### config.mk
export PLATFORM = sky130hd
export DESIGN_NAME = lpc_recip
export DESIGN_NICKNAME = d
export VERILOG_FILES = /design/src/hw/rtl/lens_distortion_point_correction_defines.svh /design/src/hw/rtl/lpc_pkg.sv /design/src/hw/rtl/lpc_recip.sv
export SDC_FILE = /design/constraint.sdc
export NUM_CORES = 1
export LEC_CHECK = 0
export BUFFER_PORTS_ARGS = -buffer_cell sky130_fd_sc_hd__clkbuf_2
export CORE_ASPECT_RATIO = 2
export CORE_UTILIZATION = 30
export CTS_CLUSTER_DIAMETER = 200
export DETAILED_ROUTE_END_ITERATION = 8
export GPL_TIMING_DRIVEN = 0
export PLACE_DENSITY = 0.44
export SYNTH_ARGS = -nofsm -noshare
export SYNTH_HDL_FRONTEND = slang
export SYNTH_SLANG_ARGS = --single-unit
### constraint.sdc
create_clock -name clk -period 4.5 [get_ports clk]
set_clock_uncertainty 0.05 [all_clocks]
set_input_delay 1.35 -clock clk [delete_from_list [all_inputs] [get_ports clk]]
set_output_delay 1.35 -clock clk [all_outputs]
set_load 0.03 [all_outputs]
### src/hw/rtl/lens_distortion_point_correction_defines.svh
// Assertion helpers for the top-level RTL file.
`ifndef LENS_DISTORTION_POINT_CORRECTION_DEFINES_SVH
`define LENS_DISTORTION_POINT_CORRECTION_DEFINES_SVH

// Same-cycle implication, checked out of reset.
`define LPC_ASSERT_NOW(lbl, ck, rn, ante, cons) \
	lbl: assert property (@(posedge ck) disable iff (!rn) (ante) |-> (cons)) \
		else $error("%m: check failed");

// Next-cycle implication, checked out of reset.
`define LPC_ASSERT_NEXT(lbl, ck, rn, ante, cons) \
	lbl: assert property (@(posedge ck) disable iff (!rn) (ante) |=> (cons)) \
		else $error("%m: check failed");

`endif

### src/hw/rtl/lpc_pkg.sv
package lpc_pkg;

	localparam int FOCAL_W    = 20;
	localparam int CENTER_W   = 16;
	localparam int COEF_W     = 24;
	localparam int COORD_W    = 16;
	localparam int OUT_W      = 18;
	localparam int RECIP_W    = 32;
	localparam int RECIP_FRAC = 31;
	localparam int FOCAL_FRAC = 8;
	localparam int CFG_IDX_W  = 3;
	localparam int CFG_DATA_W = 24;

	// Numerator of the reciprocal is 2^39 + f/2, one quotient bit per step.
	localparam int DIV_W     = 40;
	localparam int DIV_CNT_W = 6;

	localparam logic [RECIP_W-1:0] RECIP_RESET = 32'h8000_0000;
	localparam logic [FOCAL_W-1:0] FOCAL_RESET = 20'd256;

	localparam logic [CFG_IDX_W-1:0] CFG_FOCAL_X = 3'd0;
	localparam logic [CFG_IDX_W-1:0] CFG_FOCAL_Y = 3'd1;
	localparam logic [CFG_IDX_W-1:0] CFG_CENTER_X = 3'd2;
	localparam logic [CFG_IDX_W-1:0] CFG_CENTER_Y = 3'd3;
	localparam logic [CFG_IDX_W-1:0] CFG_RADIAL_K1 = 3'd4;
	localparam logic [CFG_IDX_W-1:0] CFG_RADIAL_K2 = 3'd5;
	localparam logic [CFG_IDX_W-1:0] CFG_TANGENT_P1 = 3'd6;
	localparam logic [CFG_IDX_W-1:0] CFG_TANGENT_P2 = 3'd7;

	typedef struct packed {
		logic                busy;
		logic [RECIP_W-1:0]  recip;
	} recip_stat_t;

endpackage

### src/hw/rtl/lpc_recip.sv
module lpc_recip (
	input  logic                        clk,
	input  logic                        arst_n,
	input  logic                        start,
	input  logic [lpc_pkg::FOCAL_W-1:0] focal,
	output lpc_pkg::recip_stat_t        stat
);
	import lpc_pkg::*;

	logic                 busy_q;
	logic [DIV_CNT_W-1:0] cnt_q;
	logic [RECIP_W-1:0]   recip_q;
	logic [FOCAL_W-1:0]   den_q;
	logic [FOCAL_W-1:0]   rem_q;
	logic [DIV_W-1:0]     num_q;

	logic [FOCAL_W:0]   trial;
	logic               ge;
	logic [FOCAL_W-1:0] rem_nx;
	logic [DIV_W-1:0]   quo;
	logic [DIV_W-1:0]   numer;

	assign numer  = {1'b1, {(DIV_W-1){1'b0}}} + {{(DIV_W-FOCAL_W+1){1'b0}}, focal[FOCAL_W-1:1]};
	assign trial  = {rem_q, num_q[DIV_W-1]};
	assign ge     = trial >= {1'b0, den_q};
	assign rem_nx = ge ? FOCAL_W'(trial - {1'b0, den_q}) : trial[FOCAL_W-1:0];
	// Dividend bits shift out the top while quotient bits shift in below.
	assign quo    = {num_q[DIV_W-2:0], ge};

	always_ff @(posedge clk or negedge arst_n) begin
		if (!arst_n) begin
			busy_q  <= 1'b0;
			cnt_q   <= '0;
			recip_q <= RECIP_RESET;
		end else if (start) begin
			busy_q <= 1'b1;
			cnt_q  <= '0;
		end else if (busy_q) begin
			cnt_q <= cnt_q + 1'b1;
			if (cnt_q == DIV_CNT_W'(DIV_W - 1)) begin
				busy_q  <= 1'b0;
				recip_q <= (|quo[DIV_W-1:RECIP_W]) ? '1 : quo[RECIP_W-1:0];
			end
		end
	end

	always_ff @(posedge clk) begin
		if (start) begin
			den_q <= focal;
			rem_q <= '0;
			num_q <= numer;
		end else if (busy_q) begin
			rem_q <= rem_nx;
			num_q <= quo;
		end
	end

	assign stat.busy  = busy_q;
	assign stat.recip = recip_q;

endmodule

==> summary.txt, run 1 <==
Floorplan
  – Core Footprint: 18400 um2
  – Die height: 196 um
  – # rows: 70
  – Die width: 99.0 um
  – # IOs: 56
  – Initial core utilization: 30.7%
  – Die ar.: 19400 um2

Drt
  – Vias/cell: 5.19
  – DRC errors left: 0
  – Drt first pass iters: 4
  – Post-route ant nets: 0
  – Via total after detailed routing: 4055
  – WL/cell: 19.9 um
  – DRT iter0 DRCs: 113
  – Drt total wl: 15500 um

CTS
  – CTS H-tree depth: 4
  – Reg clk slew, reported paths: 50 ps
  – Post-CTS setup buffer count: 0
  – Post-CTS sizing: 0
  – TritonCTS buffer count: 17
  – CTS tree: built
  – Clock latency on the worst-skew pair: 410 ps
  – Clk root buf: clkbuf_16
  – Clock buffer depth: 2
  – CTS Sinks: 119
  – Number of hold buffers added after cts: 0

Yosys
  – Number of flops mapped to enable cells by yosys: 60
  – Synthesized Nets: 524
  – Synth Register Bits: 119
  – Syn. warnings: 0
  – Count leader, synth: edfxtp_1
  – Top cell type's share of synthesized area: 31.9%
  – Largest cells by area after synthesis: edfxtp_1 (32%), dfrtp_1 (17%), dfxtp_1 (7.1%)
  – Top cells by count, synth: edfxtp_1 (60), dfrtp_1 (38), o22a_1 (31), inv_1 (27), nand2_1 (27)
  – Synth unique cells: 63
  – Post-synthesis sequential area ratio: 56.3%
  – Post-Syn Area per Cell: 11.8 um2
  – Gate count of the mapped netlist: 479
  – Post-Synthesis Cell Area: 5650 um2
  – Yosys top cell by area: edfxtp_1
  – Top FF cell, synth: edfxtp_1
  – FFs w/ async S/R, synth: 32.8%

Timing
  – Min Tclk post-route: 3950 ps
  – Pin slew with the least headroom to its limit: 1110 ps
  – FMAX: 253 MHz
  – Slew margin rel.: 26.1%
  – Unrepaired setup endpoints after global routing: false
  – Hold slack: 437 ps
  – TNS Setup: 0 ps
  – Final setup fails: 0
  – Period utilization: 87.7%
  – Final hold violation count: 0
  – Slew Limit Fails: 0

Power
  – LEAKAGE: 2.93 nW
  – Gate power share: 6.3%
  – VDD IR max: 0.297 mV
  – Part of the power in registers: 42.9%
  – Share of total power in the clock network: 50.9%
  – Sw Ratio: 21.0%
  – Internal power: 2.23 mW
  – Cell area power density: 414 nW/um2
  – Sw Pwr: 591 uW

Worst setup path
  – Maximum fanout along the worst path: 40
  – Arrival time at the worst endpoint: 3900 ps
  – Cell Chain, Critical Path: clkbuf_2 -> buf_1 -> nor2_1 -> clkbuf_1 -> inv_2
  – Slowest stage cell on the critical path: nor2_1
  – Critical path endpoint category: register
  – R2r setup slk: 1290 ps
  – Worst path buffer plus inverter count: 4
  – Startpoint Class: input pin
  – Reg2reg path depth: 9
  – Critical R2R Capture: rem_q[16]
  – Max stage delay on crit path: 620 ps
  – Worst setup path category: input pin to register
  – Crit path required time: 4450 ps
  – Reg-to-Reg Start: den_q[0]
  – CP top delay family: buffers and inverters

Place
  – IO Port Bufs: 55
  – Post-DP HPWL: 11800 um
  – Final GP Congestion: 0.828

Hold path
  – Hold crit path type: register to register
  – Hold Crit Endpoint: rem_q[4]
  – Hold Startpoint: rem_q[4]
  – Hold depth: 2

Global routing
  – Largest net degree at the start of global routing: 41
  – GR Overflow Total: 0
  – GRT Util Overall: 17.1%
  – Vias in the first global route: 4463
  – Antenna violations before repair: 0
  – First-pass GRT wire length: 24600 um

Cells and area
  – Ant. Diodes: 0
  – Sequential Area: 3180 um2
  – Fillers: 1847
  – Fraction of layout cells with a size suffix above 1: 20.1%
  – Layout net count: 598
  – Area Growth Syn to Fin: 20.6%
  – Area of the multi-input gates: 2270 um2
  – Fin util: 37.0%

Outcome
  – Run status: finished, final reports clean

Job
  – Max Cap Violations: 0
[kinds of logic (layout without fill, tap and decap cells)]
logic type	after synthesis	after routing	synth area share [%]
compound gates	114	114	15.3
simple gates	132	132	12.4
mux	26	26	5.01
xor+xnor	16	16	2.48
flops	119	119	56.3
buf+inv	50	137	3.50
fa+ha+maj	22	22	5.01
[cell usage in the layout, fill, tap and decap left out, types with 6 or more instances in the layout]
master	n
nand3_1	15
xor2_1	7
mux2i_1	8
mux2_2	18
dfrtp_1	38
clkbuf_16	17
edfxtp_1	60
a21oi_1	23
clkbuf_2	55
nor2b_1	23
o21ai_0	16
a211oi_1	6
nand2_1	27
clkbuf_1	18
dfxtp_1	20
inv_1	26
o22a_1	31
ha_1	21
xnor2_1	9
nor2_1	26
[power by group through the flow]
stage                     clock network [mW]  registers (mW)  logic, mW
after detailed placement                   0            1.23      0.178
after global placement                     0            1.23      0.177
after floorplan                            0            1.22      0.112
after CTS                               1.47            1.21      0.179
final                                   1.43            1.21      0.177
after global routing                    1.51            1.21      0.196
[worst max path at each step]
stage	start	to	slack [ps]	depth (start not counted)
after floorplan	start	num_q[0]	1250	4
after global placement	start	num_q[10]	-400	5
after detailed placement	start	num_q[10]	30	5
after CTS	start	num_q[11]	460	5
after global routing	start	num_q[10]	350	5
final	start	num_q[10]	550	5
[stage by stage]
step / std cells / total power, mW / setup slack (ps) / instance area, um2
after global routing: 782 / 2.92 / 347 / 6810
final: 782 / 2.82 / 554 / 6810
after detailed placement: 750 / 1.41 / 32.0 / 6190
after floorplan: 479 / 1.34 / 1250 / 5650
after global placement: 750 / 1.41 / -403 / 6190
after CTS: 782 / 2.86 / 460 / 6810
[tightest hold or removal path, stage by stage (launching register included)]
cell and delay [ps]:
dfxtp_1 320, nand2_1 50, o21ai_0 60
[layer usage]
layer  vias to the layer above  track usage (%)  share of wire [%]
li1                       1942                -                  -
met1                      2005             17.0                 37
met2                        78             32.8                 58
met3                        30             2.57                2.1
met4                         0             10.1                3.5
met5                         -                0                  0
[state kept, by name, summed over array words and instances (netlist names)]
| signal | flops |
|---|---|
| num_q | 40 |
| recip_q | 32 |
| den_q | 20 |
| rem_q | 20 |
| cnt_q | 6 |
| busy_q | 1 |
[area by class of cell]
type / instances / share of cell area, %
timing repair buffer: 55 / 4.04
buffer: 23 / 1.41
clock buffer: 20 / 6.41
sequential: 119 / 46.7
multi-input combinational: 310 / 33.4
clock inverter: 12 / 2.66
tap: 216 / 3.97
inverter: 27 / 1.49
Note: power is estimated with default switching activity, not from simulation.
==> inputs of run 2 (changes only) <==
Settings changed: CORE_UTILIZATION 30 to 60, PLACE_DENSITY 0.44 to 0.79.
==> run 2 against run 1 <==
Against the previous run:
- core utilization increased by 36 points
- clock power is 14% lower
- combinational power about the same
- via count rose by 4.6%
- first-iteration DRC count rose to 3.4 times the previous value
- wire length is 8.4% lower
- sequential cell count unchanged
- largest power group unchanged
- highest routed layer unchanged
==> summary.txt, run 2 (synthesized netlist as in run 1, its figures left out) <==
Worst setup path
  – Reg-to-Reg Start: den_q[8]
  – R2r setup slk: 1350 ps
  – Startpoint Class: input pin
  – Arrival time at the worst endpoint: 3730 ps
  – Slowest stage cell on the critical path: nor2_1
  – Crit path required time: 4470 ps
  – Max stage delay on crit path: 610 ps
  – Reg2reg path depth: 9
  – Critical R2R Capture: num_q[0]
  – Worst path buffer plus inverter count: 4
  – CP top delay family: buffers and inverters
  – Maximum fanout along the worst path: 40
  – Cell Chain, Critical Path: clkbuf_2 -> buf_1 -> nor2_1 -> clkbuf_1 -> inv_2
  – Worst setup path category: input pin to register
  – Critical path endpoint category: register

Floorplan
  – Core Footprint: 9070 um2
  – # rows: 49
  – # IOs: 56
  – Die ar.: 9830 um2
  – Initial core utilization: 62.3%
  – Die width: 70.6 um
  – Die height: 139 um

Global routing
  – First-pass GRT wire length: 22300 um
  – GR Overflow Total: 0
  – Vias in the first global route: 4488
  – GRT Util Overall: 30.4%
  – Largest net degree at the start of global routing: 41
  – Antenna violations before repair: 0

CTS
  – Post-CTS sizing: 0
  – Clk root buf: clkbuf_16
  – TritonCTS buffer count: 17
  – CTS Sinks: 119
  – Reg clk slew, reported paths: 60 ps
  – Number of hold buffers added after cts: 0
  – CTS H-tree depth: 4
  – Clock buffer depth: 2
  – Post-CTS setup buffer count: 0
  – Clock latency on the worst-skew pair: 410 ps
  – CTS tree: built

Place
  – IO Port Bufs: 55
  – Final GP Congestion: 0.958
  – DP Area: 6050 um2
  – Post-DP HPWL: 10100 um
  – Placed cells: 636

Cells and area
  – Non-Filler Instances: 668
  – Fillers: 601
  – Commonest cells after routing, fill and taps aside: edfxtp_1 (60), clkbuf_2 (55), dfrtp_1 (38), o22a_1 (31), nand2_1 (27)
  – Top Registers: num_q: 40 flops, recip_q: 32 flops
  – Most flop-heavy register: num_q
  – Fin util: 72.7%
  – Ant. Diodes: 0
  – Area of the multi-input gates: 2270 um2
  – Most common cell after layout, fill and taps aside: edfxtp_1
  – Fraction of layout cells with a size suffix above 1: 21.0%
  – Sequential Area: 3180 um2
  – Layout net count: 598
  – Fin area: 6600 um2
  – Area Growth Syn to Fin: 16.8%
  – Number of flip-flops in the largest register: 40

Power
  – VDD IR max: 0.433 mV
  – Sw Pwr: 618 uW
  – Cell area power density: 397 nW/um2
  – Gate power share: 6.8%
  – LEAKAGE: 2.89 nW
  – Sw Ratio: 23.6%
  – Share of total power in the clock network: 47.1%
  – Internal power: 2.00 mW
  – Part of the power in registers: 46.2%

Drt
  – Via total after detailed routing: 4240
  – Drt total wl: 14200 um
  – Drt first pass iters: 5
  – DRT iter0 DRCs: 384
  – WL/cell: 21.3 um
  – DRC errors left: 0
  – Vias/cell: 6.35
  – Post-route ant nets: 0

Outcome
  – Run status: finished, final reports clean

Timing
  – Pin slew with the least headroom to its limit: 1020 ps
  – Final hold violation count: 0
  – FMAX: 266 MHz
  – Final setup fails: 0
  – Min Tclk post-route: 3760 ps
  – Period utilization: 83.5%
  – Unrepaired setup endpoints after global routing: false
  – Slew Limit Fails: 0
  – Slew margin rel.: 31.7%

Hold path
  – Hold Crit Endpoint: recip_q[29]
  – Hold depth: 1
  – Hold crit path type: register to register
  – Hold Startpoint: num_q[28]

Job
  – Max Cap Violations: 0
==> run 2: final cells by class <==
class / count / area share, %
flip-flops and latches: 119 / 48.2
multi-input cells: 310 / 34.4
clock buffers: 21 / 7.13
repair buffers: 55 / 4.17
well taps: 102 / 1.93
inverters: 27 / 1.54
plain buffers: 23 / 1.46
clock inverters: 11 / 1.16
==> run 2: metal layers <==
metal | track usage, % | vias up | wire [um]
li1 | - | 1941 | -
met1 | 29.7 | 2085 | 5010
met2 | 56.7 | 156 | 8010
met3 | 7.24 | 58 | 571
met4 | 17.7 | 0 | 643
met5 | 0 | - | 0
==> run 2: per-stage QoR <==
step | setup WS (ps) | setup TNS [ps] | hold slack (ps) | power, mW
floorplan | 1250 | 0 | 400 | 1.34
global placement | -87.9 | -3340 | 417 | 1.39
detailed placement | 342 | 0 | 425 | 1.40
CTS | 778 | 0 | 441 | 2.62
global route | 596 | 0 | 452 | 2.68
finish | 742 | 0 | 437 | 2.62
==> run 2: power by group through the flow <==
stage / registers (mW) / clock network (mW) / logic (mW)
after global placement: 1.23 / 0 / 0.166
after floorplan: 1.22 / 0 / 0.112
after detailed placement: 1.23 / 0 / 0.171
final: 1.21 / 1.23 / 0.177
after global routing: 1.21 / 1.28 / 0.191
after CTS: 1.21 / 1.24 / 0.175
==> run 2: worst register-to-register path, stage by stage (launching register included) <==
cell and delay [ps]:
edfxtp_1 330, inv_1 50, ha_1 360, a21oi_1 200
o21ai_0 160, a41oi_2 290, a311oi_2 180, o31ai_2 530
clkbuf_1 500, o21ai_0 190
==> run 2: how the worst max path moves through the flow <==
stage,cells after the start,to,from
after floorplan,4,num_q[0],start
after detailed placement,5,num_q[9],start
final,5,num_q[9],start
after global routing,5,num_q[9],start
after global placement,5,num_q[9],start
after CTS,5,num_q[9],start
==> inputs of run 3 (changes only) <==
Settings changed: ABC_AREA from default to 1, CORE_UTILIZATION 60 to 54, PLACE_DENSITY 0.79 to 0.74.
Clock period 4.5 ns to 3.15 ns, I/O delays scaled along.
==> run 3 against run 2 <==
Against the previous run:
- wire length rose by 8.6%
- count of clock-buffer cells in the layout fell by 3
- largest power group unchanged
- clock power rose by 69%
- non-clock buffer count rose by 2
- highest routed layer unchanged
- largest cell class unchanged
- critical path depth rose by 1
==> summary.txt, run 3 <==
Drt
  – DRC errors left: 0
  – Vias/cell: 5.31
  – Drt first pass iters: 5
  – WL/cell: 16.6 um
  – Drt total wl: 15500 um
  – DRT iter0 DRCs: 237
  – Post-route ant nets: 0
  – Via total after detailed routing: 4940

Floorplan
  – # rows: 54
  – Initial core utilization: 55.6%
  – Die ar.: 11700 um2
  – Die height: 152 um
  – # IOs: 56
  – Die width: 77.1 um
  – Core Footprint: 10900 um2

Yosys
  – Post-synthesis sequential area ratio: 52.2%
  – Number of flops mapped to enable cells by yosys: 60
  – Synthesized Nets: 748
  – Post-Syn Area per Cell: 8.66 um2
  – FFs w/ async S/R, synth: 32.8%
  – Largest cells by area after synthesis: edfxtp_1 (30%), dfrtp_1 (16%), nand2_1 (10%)
  – Synth unique cells: 36
  – Synth Register Bits: 119
  – Yosys top cell by area: edfxtp_1
  – Top FF cell, synth: edfxtp_1
  – Top cell type's share of synthesized area: 29.6%
  – Syn. warnings: 0
  – Count leader, synth: nand2_1
  – Post-Synthesis Cell Area: 6090 um2
  – Gate count of the mapped netlist: 703
  – Top cells by count, synth: nand2_1 (162), inv_1 (129), edfxtp_1 (60), nand3_1 (58), nor2_1 (50)

Global routing
  – First-pass GRT wire length: 25200 um
  – Vias in the first global route: 5160
  – GR Overflow Total: 0
  – Antenna violations before repair: 0
  – GRT Util Overall: 28.5%
  – Largest net degree at the start of global routing: 40

Hold path
  – Hold Startpoint: rem_q[14]
  – Hold crit path type: register to register
  – Hold depth: 2

Worst setup path
  – Worst setup startpoint: start
  – Worst setup path category: input pin to register
  – Arrival time at the worst endpoint: 2730 ps
  – Reg-to-Reg Start: den_q[7]
  – CP top delay family: buffers and inverters
  – Crit path required time: 3210 ps
  – Maximum fanout along the worst path: 30
  – Cell Chain, Critical Path: clkbuf_2 -> clkbuf_1 -> nor2_1 -> inv_1 -> clkbuf_2 -> buf_12
  – Reg2reg path depth: 14
  – Max stage delay on crit path: 470 ps
  – Most used cell, CP: clkbuf_2
  – Cell depth of the worst setup path: 6
  – Critical path endpoint category: register
  – Worst path buffer plus inverter count: 5
  – Startpoint Class: input pin
  – Slowest stage cell on the critical path: clkbuf_2

Timing
  – Min Tclk post-route: 2680 ps
  – TNS Setup: 0 ps
  – Unrepaired setup endpoints after global routing: false
  – Slew margin rel.: 32.9%
  – Slew Limit Fails: 0
  – Final hold violation count: 0
  – FMAX: 374 MHz
  – Period utilization: 85.0%
  – Final setup fails: 0
  – Pin slew with the least headroom to its limit: 1010 ps

Place
  – Final GP Congestion: 1.02
  – Post-DP HPWL: 11500 um
  – IO Port Bufs: 55
  – Placed cells: 899

CTS
  – Post-CTS sizing: 0
  – Clk root buf: clkbuf_16
  – Reg clk slew, reported paths: 60 ps
  – Post-CTS setup buffer count: 0
  – CTS Sinks: 119
  – CTS H-tree depth: 4
  – TritonCTS buffer count: 17
  – Number of hold buffers added after cts: 0
  – Clock latency on the worst-skew pair: 420 ps
  – CTS tree: built
  – Clock buffer depth: 2

Power
  – VDD IR max: 0.641 mV
  – LEAKAGE: 3.56 nW
  – Cell area power density: 786 nW/um2

Cells and area
  – Most common cell after layout, fill and taps aside: nand2_1
  – Fillers: 930
  – Layout net count: 823
  – Non-Filler Instances: 931
  – Sequential Area: 3180 um2
  – Top Registers: num_q: 40 flops, recip_q: 32 flops
  – Number of flip-flops in the largest register: 40
  – Ant. Diodes: 0
  – Area Growth Syn to Fin: 18.1%
  – Area of the multi-input gates: 2250 um2
  – Fraction of layout cells with a size suffix above 1: 16.1%
  – Commonest cells after routing, fill and taps aside: nand2_1 (162), inv_1 (129), edfxtp_1 (60), nand3_1 (58), clkbuf_2 (56)
  – Most flop-heavy register: num_q

Outcome
  – Run status: finished, final reports clean

Job
  – Max Cap Violations: 0
## run 3: cell types whose count changed in the layout (fill, tap and decap cells not counted), moves of 23 or more
| cell | previous run | this run |
|---|---|---|
| o22a_1 | 31 | 0 |
| nand3_1 | 15 | 58 |
| nand2_1 | 27 | 162 |
| inv_1 | 26 | 129 |
| a2bb2oi_1 | 1 | 31 |
| nor2_1 | 26 | 50 |
| nor2b_1 | 23 | 0 |
## run 3: worst reg2reg max path: cells and delay by family (launching register included)
kind | cells | cell delay, ps
buffers and inverters | 2 | 200
DFF | 1 | 320
and+or+nand+nor | 10 | 1140
AOI/OAI and AO/OA | 1 | 100
adders and majority gates | 1 | 390
## run 3: kinds of logic after synthesis
| group | Yosys count | synth area share (%) |
|---|---|---|
| AO/OA/AOI/OAI | 84 | 9.02 |
| XOR/XNOR | 9 | 1.30 |
| adder cells (fa/ha/maj) | 22 | 4.65 |
| buffers and inverters | 162 | 10.8 |
| flip-flops | 119 | 52.2 |
| AND/OR/NAND/NOR | 307 | 22.0 |
## run 3: final timing paths
kind,end,slack [ps]
setup / recovery,num_q[30],470
hold / removal,rem_q[14],420
setup reg to reg,rem_q[1],820
hold reg to reg,rem_q[14],420
max in group asynchronous,recip_q[7],1780
min in group asynchronous,recip_q[16],630
## run 3: stage by stage
step | total power [mW] | worst slack [ps] | hold WS (ps) | instance area (um2) | utilization (%)
after CTS | 5.66 | 463 | 423 | 7190 | 65.7
after global routing | 5.95 | 333 | 448 | 7190 | 65.7
after detailed placement | 3.57 | 49.5 | 413 | 6560 | 59.9
after global placement | 3.54 | -1270 | 407 | 6540 | 59.7
final | 5.65 | 473 | 422 | 7190 | 65.7
after floorplan | 3.15 | 50.3 | 393 | 6090 | -
## run 3: final cells by class
class	count	area share, %
repair buffers	56	4.11
flip-flops and latches	119	44.2
well taps	140	2.44
multi-input cells	422	31.3
clock buffers	18	6.11
inverters	138	7.21
clock inverters	14	2.63
plain buffers	24	1.97
## run 3: power by group
group	switching (mW)	internal, mW
combinational	1.07	0.605
sequential	0.0900	1.80
clock	0.788	1.29
total	1.95	3.70
## run 3: routing by layer
| layer | vias to the layer above | global-route usage [%] | wire length (um) |
|---|---|---|---|
| li1 | 2415 | - | - |
| met3 | 47 | 5.33 | 480 |
| met2 | 149 | 52.6 | 8570 |
| met4 | 0 | 18.8 | 807 |
| met1 | 2329 | 28.4 | 5610 |
| met5 | - | 0 | 0 |
